==> src/hw/rtl/csh_pkg.sv <==
// Package for the complex sample histogram: sizes, action codes, FSM states
// and the controller/datapath command and status structs. No dependencies.
package csh_pkg;
	localparam int MaxBins = 256;
	localparam int BinW = $clog2(MaxBins);
	localparam int NbW = BinW + 1;

	typedef enum logic [1:0] {
		ACT_SAMPLE = 2'd0,
		ACT_READ   = 2'd1,
		ACT_CLEAR  = 2'd2,
		ACT_NONE   = 2'd3
	} action_t;

	localparam logic [0:0] CFG_BIN_WIDTH = 1'b0;
	localparam logic [0:0] CFG_NUM_BINS  = 1'b1;

	typedef enum logic [3:0] {
		ST_IDLE,
		ST_CLEAR,
		ST_SQRT,
		ST_DIV,
		ST_RD_MAG,
		ST_WR_MAG,
		ST_RD_RE,
		ST_WR_RE,
		ST_RD_IM,
		ST_WR_IM,
		ST_READ,
		ST_READ_OUT
	} state_t;

	typedef enum logic [1:0] {
		SEL_MAG = 2'd0,
		SEL_RE  = 2'd1,
		SEL_IM  = 2'd2
	} sel_t;

	typedef struct packed {
		logic load;
		logic sqrt_step;
		logic div_start;
		logic div_step;
		logic clr_step;
		logic rd_en;
		logic wr_en;
		sel_t sel;
		logic rd_read;
		logic snap_bump;
		logic snap_clr;
		logic out_valid;
	} cmd_t;

	typedef struct packed {
		logic sqrt_done;
		logic div_done;
		logic clr_done;
	} stat_t;
endpackage

==> src/hw/rtl/csh_ctrl.sv <==
// Controller state machine for the complex sample histogram.
// Depends on csh_pkg; drives command structs to csh_dp.
module csh_ctrl (
	input  logic             clk,
	input  logic             arst_n,
	input  logic             start,
	input  logic [1:0]       action,
	input  csh_pkg::stat_t   stat,
	output csh_pkg::cmd_t    cmd,
	output logic             busy
);
	csh_pkg::state_t state_q, state_d;

	always_ff @(posedge clk or negedge arst_n) begin
		if (!arst_n) state_q <= csh_pkg::ST_IDLE;
		else state_q <= state_d;
	end

	always_comb begin
		state_d = state_q;
		case (state_q)
			csh_pkg::ST_IDLE: begin
				if (start) begin
					case (action)
						csh_pkg::ACT_SAMPLE: state_d = csh_pkg::ST_SQRT;
						csh_pkg::ACT_READ:   state_d = csh_pkg::ST_READ;
						csh_pkg::ACT_CLEAR:  state_d = csh_pkg::ST_CLEAR;
						default:             state_d = csh_pkg::ST_IDLE;
					endcase
				end
			end
			csh_pkg::ST_CLEAR:    if (stat.clr_done) state_d = csh_pkg::ST_IDLE;
			csh_pkg::ST_SQRT:     if (stat.sqrt_done) state_d = csh_pkg::ST_DIV;
			csh_pkg::ST_DIV:      if (stat.div_done) state_d = csh_pkg::ST_RD_MAG;
			csh_pkg::ST_RD_MAG:   state_d = csh_pkg::ST_WR_MAG;
			csh_pkg::ST_WR_MAG:   state_d = csh_pkg::ST_RD_RE;
			csh_pkg::ST_RD_RE:    state_d = csh_pkg::ST_WR_RE;
			csh_pkg::ST_WR_RE:    state_d = csh_pkg::ST_RD_IM;
			csh_pkg::ST_RD_IM:    state_d = csh_pkg::ST_WR_IM;
			csh_pkg::ST_WR_IM:    state_d = csh_pkg::ST_IDLE;
			csh_pkg::ST_READ:     state_d = csh_pkg::ST_READ_OUT;
			csh_pkg::ST_READ_OUT: state_d = csh_pkg::ST_IDLE;
			default:              state_d = csh_pkg::ST_IDLE;
		endcase
	end

	always_comb begin
		cmd = '0;
		cmd.sel = csh_pkg::SEL_MAG;
		busy = (state_q != csh_pkg::ST_IDLE);
		case (state_q)
			csh_pkg::ST_IDLE: begin
				cmd.load = start;
				cmd.snap_clr = start && (action == csh_pkg::ACT_CLEAR);
			end
			csh_pkg::ST_CLEAR: cmd.clr_step = 1'b1;
			csh_pkg::ST_SQRT: begin
				cmd.sqrt_step = 1'b1;
				cmd.div_start = stat.sqrt_done;
			end
			csh_pkg::ST_DIV: cmd.div_step = 1'b1;
			csh_pkg::ST_RD_MAG: cmd.rd_en = 1'b1;
			csh_pkg::ST_WR_MAG: cmd.wr_en = 1'b1;
			csh_pkg::ST_RD_RE: begin
				cmd.rd_en = 1'b1;
				cmd.sel = csh_pkg::SEL_RE;
			end
			csh_pkg::ST_WR_RE: begin
				cmd.wr_en = 1'b1;
				cmd.sel = csh_pkg::SEL_RE;
			end
			csh_pkg::ST_RD_IM: begin
				cmd.rd_en = 1'b1;
				cmd.sel = csh_pkg::SEL_IM;
			end
			csh_pkg::ST_WR_IM: begin
				cmd.wr_en = 1'b1;
				cmd.sel = csh_pkg::SEL_IM;
				cmd.snap_bump = 1'b1;
			end
			csh_pkg::ST_READ: cmd.rd_read = 1'b1;
			csh_pkg::ST_READ_OUT: cmd.out_valid = 1'b1;
			default: ;
		endcase
	end
endmodule

==> config.mk <==
export PLATFORM = sky130hd
export DESIGN_NAME = csh_ctrl
export DESIGN_NICKNAME = d
export VERILOG_FILES = /design/src/hw/rtl/csh_pkg.sv /design/src/hw/rtl/csh_ctrl.sv
export SDC_FILE = /design/constraint.sdc
export NUM_CORES = 1
export LEC_CHECK = 0
export BUFFER_PORTS_ARGS = -buffer_cell sky130_fd_sc_hd__clkbuf_2
export CAP_MARGIN = 5
export CORE_AREA = 2 2 39 41
export DETAILED_ROUTE_END_ITERATION = 10
export DIE_AREA = 0 0 41 43
export PLACE_DENSITY_LB_ADDON = 0.3
export REMOVE_ABC_BUFFERS = 1
export SETUP_SLACK_MARGIN = 0.2
export SLEW_MARGIN = 0
export SYNTH_ARGS = -nofsm -noshare
export SYNTH_HDL_FRONTEND = slang
export SYNTH_SLANG_ARGS = --single-unit
export TNS_END_PERCENT = 1
==> constraint.sdc <==
create_clock -name clk -period 2.3 [get_ports clk]
set_input_delay 0.115 -clock clk [delete_from_list [all_inputs] [get_ports clk]]
set_output_delay 0.115 -clock clk [all_outputs]
set_load 0.02 [all_outputs]
Word-level counts from Yosys, hierarchy flattened
Index checks and enable logic that the tools add are counted.
Storage, ports and cells
  output and inout bits: 14
  input port bits: 8
  flip-flop bits (word level): 4
Operators by class
  mux-type cells: 17
  reductions and logical operators: 9
  equality and inequality tests: 17
Operator list (count)
  case mux 4 bit (10 select lines): 1
  equality test 4 x 3 -> 1 bit, second input constant: 4
  equality test 4 bit, second input constant: 4
  2-to-1 mux 4 bit: 4
  case mux 4 bit (3 select lines): 1
  2-to-1 mux 1 bit: 9
  equality test 4 x 2 -> 1 bit, second input constant: 2
  != test 2 bit, second input constant: 4
  OR reduction 3 bit: 2
  equality test 4 x 1 -> 1 bit, second input constant: 1
  logical NOT 4 bit: 1
  case mux 2 bit (2 select lines): 1
  AND reduction 4 bit: 1
  nonzero test 4 bit: 1
  OR reduction 2 bit: 2
  equality test 2 x 1 -> 1 bit, second input constant: 1
  equality test 2 bit, second input constant: 1
  logical NOT 2 bit: 1
  2-to-1 mux 2 bit: 1
  logical AND 1 bit: 1

Depth between registers and ports, before layout
  depth in word-level cells: 4
  depth in mapped cells: 4

Least setup slack after synthesis
Ideal clock, no wire load.
  path type: register to output
  from: register state_q[3]
  to: output cmd[10] (netlist name)
  arrival: 1.276 ns
  setup slack: 0.909 ns
  buffers on the path: 0
  cell stages (with the launch flop): 4
  cells stage by stage: dfrtp_1 > or2_1 > nor2_1 > and2_1
RTL lines
  start: declaration: line csh_ctrl.sv:12  | csh_pkg::state_t state_q, state_d;
  start signal: assignment: line csh_ctrl.sv:15  | if (!arst_n) state_q <= csh_pkg::ST_IDLE;
  start signal: assignment: line csh_ctrl.sv:16  | else state_q <= state_d;
  end: declaration: line csh_ctrl.sv:9  | output csh_pkg::cmd_t cmd,

==> summary.md <==
| Metric | Value |
|---|---|
| Initial DRC count | 3 |
| Relative slew margins | 71.9% |
| TritonCTS clock tree | done |
| Max-slew violations | 0 |
| Ys Warns | 0 |
| Critical Path AT | 1.63 ns |
| Via density | 4.73 |
| Antenna-violating nets left | 0 |
| Vias in the first global route | 364 |
| Top Ports | 22 |
| Crit. End Element | output port |
| Fin cells | 93 |
| CP cell instances | or2_1 > nor3_2 > and4b_1 > clkbuf_2 |
| Worst Hold Class | input pin to flop |
| P per Cell Area | 1410 nW/um^2 |
| # clock sinks | 4 |
| CTS buffer count | 3 |
| Largest net degree at the start of global routing | 14 |
| Min Tclk post-route | 1.75 ns |
| Status | completed |
| RSZ-0062 raised after global routing | false |
| Cell Area, Synth | 450 sq um |
| Tcrit/Tclk final | 75.9% |
| Antenna violations before repair | 0 |
| Detail Placement HPWL | 739 um |
| Synthesis-to-layout area growth | 27.2% |
| Yosys cell types | 29 |
| Post-synth top area cell | dfrtp_1 |
| Commonest non-fill, non-tap cell in the layout | clkbuf_2 |
| N_diodes | 0 |
| First-pass GRT wire length | 1520 um |
| Yosys top cell area share | 22.2% |
| Reg clk slew, reported paths | 0.04 ns |
| Most flops, register | state_q |
| Cells after Synth | 56 |
| Worst-path fanout max | 13 |
| Crit start category | flop |
| Port Buf Inserts | 21 |
| Slowest CP cell | dfrtp_1 |
| Actual slew at the worst max-slew pin | 0.422 ns |
| H-tree Lvls | 1 |
| Core area | 1380 sq um |
| DIE WIDTH | 41 um |
| Worst vdd ir | 0.000573 V |
| Die area | 1760 sq um |
| Sequential share of the synthesized area | 22.2% |
| Cts repair resizes | 0 |
| Later-pin clock latency in the skew report | 0.23 ns |
| WP buf/inv | 1 |
| Main area contributors after synthesis | dfrtp_1 22%, nor2_1 9.2%, nand2b_1 5.6% |
| # DRC | 0 |
| Post-CTS Setup Bufs | 0 |
| Final WS setup | 0.554 ns |
| Largest register FFs | 4 |
| Detailed Routing Iterations Pass 1 | 4 |
| Max-cap violations | 0 |
| Placed Cells | 89 |
| Syn_area_per_cell | 8.04 sq um |
| Root Driver | clkbuf_4 |
| Req. time, crit path | 2.18 ns |
| Gr ovfl total | 0 |
| Total global-route track usage | 12.7% |
| Total Routed Length | 980 um |
| Via count | 440 |
| Crit Path Category | flop to output port |
| FILL cells | 138 |
| Setup Total Neg Slack | 0 ns |
| Max Root-Sink Buffers | 2 |
| Most frequent cells in the layout | 21 x clkbuf_2, 11 x nor2_1, 4 x nand2b_1, 4 x dfrtp_1 |
| Flops & latches, synth | 4 |
| Clk_skew | 0.00296 ns |
| Post-Place Setup Slack | 0.798 ns |
| # hold bufs at CTS | 1 |
| Vert. Die Dim | 43 um |
| Static Leak | 0.000294 uW |
| DR WL/cell | 10.5 um |
| CP delay by family, top | simple AND/OR/NAND/NOR gates |
| Row count | 14 |
| Share of layout cells above drive strength 1 | 39.0% |
| Layout net count | 87 |
| Final Hold Fails | 0 |
| Final total power | 805 uW |
| Largest regs | state_q (4) |
| Fmax achieved | 0.573 GHz |
| GP Congestion | 0.737 |
| Final setup viols | 0 |
| Initial Utilization | 32.5% |
| Delay of the slowest critical-path stage | 0.52 ns |
worst reg2reg max path, delay by kind of cell (launching register included):
kind	cells	cell delay [ns]
mux	2	0.61
compound gates	1	0.13
flops	1	0.58
cells in the mapped netlist:
library cell   n
a21oi_1        3
nor3_1         1
a22oi_2        1
nor2b_1        2
nor2_1        11
a21o_1         1
dfrtp_1        4
o21ai_0        1
inv_1          2
a31oi_1        1
mux2_4         1
o221ai_1       1
buf_6          2
buf_2          1
nor3_2         1
and2_1         3
nor3b_2        1
nand2_1        3
or3b_1         1
nor4b_2        1
a21boi_0       1
buf_4          1
and4b_1        1
mux2i_1        2
nand4b_1       1
o211a_1        1
nand2b_2       1
or2_1          2
nand2b_1       4
logic make-up after synthesis:
logic type	Yosys count	share of synthesized area [%]
simple gates	33	44.4
compound gates	10	16.1
buf+inv	6	9.44
flops	4	22.2
mux	3	7.78
final cells by class:
| cell class | instances | area (sq um) | share of cell area [%] |
|---|---|---|---|
| Clock buffer | 3 | 22.5 | 3.93 |
| Inverter | 2 | 7.51 | 1.31 |
| Multi-Input combinational cell | 46 | 308 | 53.7 |
| Sequential cell | 4 | 100 | 17.5 |
| Tap cell | 16 | 20.0 | 3.49 |
| Timing Repair Buffer | 22 | 115 | 20.1 |
routing by layer:
| layer | vias up | routed length, um | GRT usage, % |
|---|---|---|---|
| li1 | 235 | - | - |
| met1 | 194 | 449 | 17.2 |
| met2 | 9 | 475 | 18.1 |
| met3 | 2 | 45 | 3.14 |
| met4 | 0 | 10 | 6.00 |
| met5 | - | 0 | 0 |
final timing paths:
kind	from	endpoint	slack, ns	depth (start not counted)
worst max-delay path	state_q[3]$_DFFE_PN0P_	cmd[1]	0.55	4
worst min-delay path	stat[1]	state_q[2]$_DFFE_PN0P_	0.18	3
worst max register to register	state_q[0]$_DFFE_PN0P_	state_q[0]$_DFFE_PN0P_	0.85	3
worst min register to register	state_q[3]$_DFFE_PN0P_	state_q[2]$_DFFE_PN0P_	0.72	1
max in group asynchronous	arst_n	state_q[0]$_DFFE_PN0P_	1.95	2
min in group asynchronous	arst_n	state_q[1]$_DFFE_PN0P_	0.23	2
report_power, final:
group	total [uW]	leakage, uW	internal [uW]	switching (uW)
sequential	210	0.0000506	102	108
combinational	512	0.000230	230	283
clock	82.5	0.0000138	58.1	24.4
total	805	0.000294	390	415
per-stage QoR:
step                      hold WS, ns  cell area, sq um  utilization (%)
after floorplan                -0.181               415                -
after global placement        -0.0795               541             39.1
after detailed placement      -0.0778               541             39.1
after CTS                       0.176               573             41.4
after global routing            0.198               573             41.4
final                           0.176               573             41.4
Note: power is estimated with default switching activity, not from simulation.
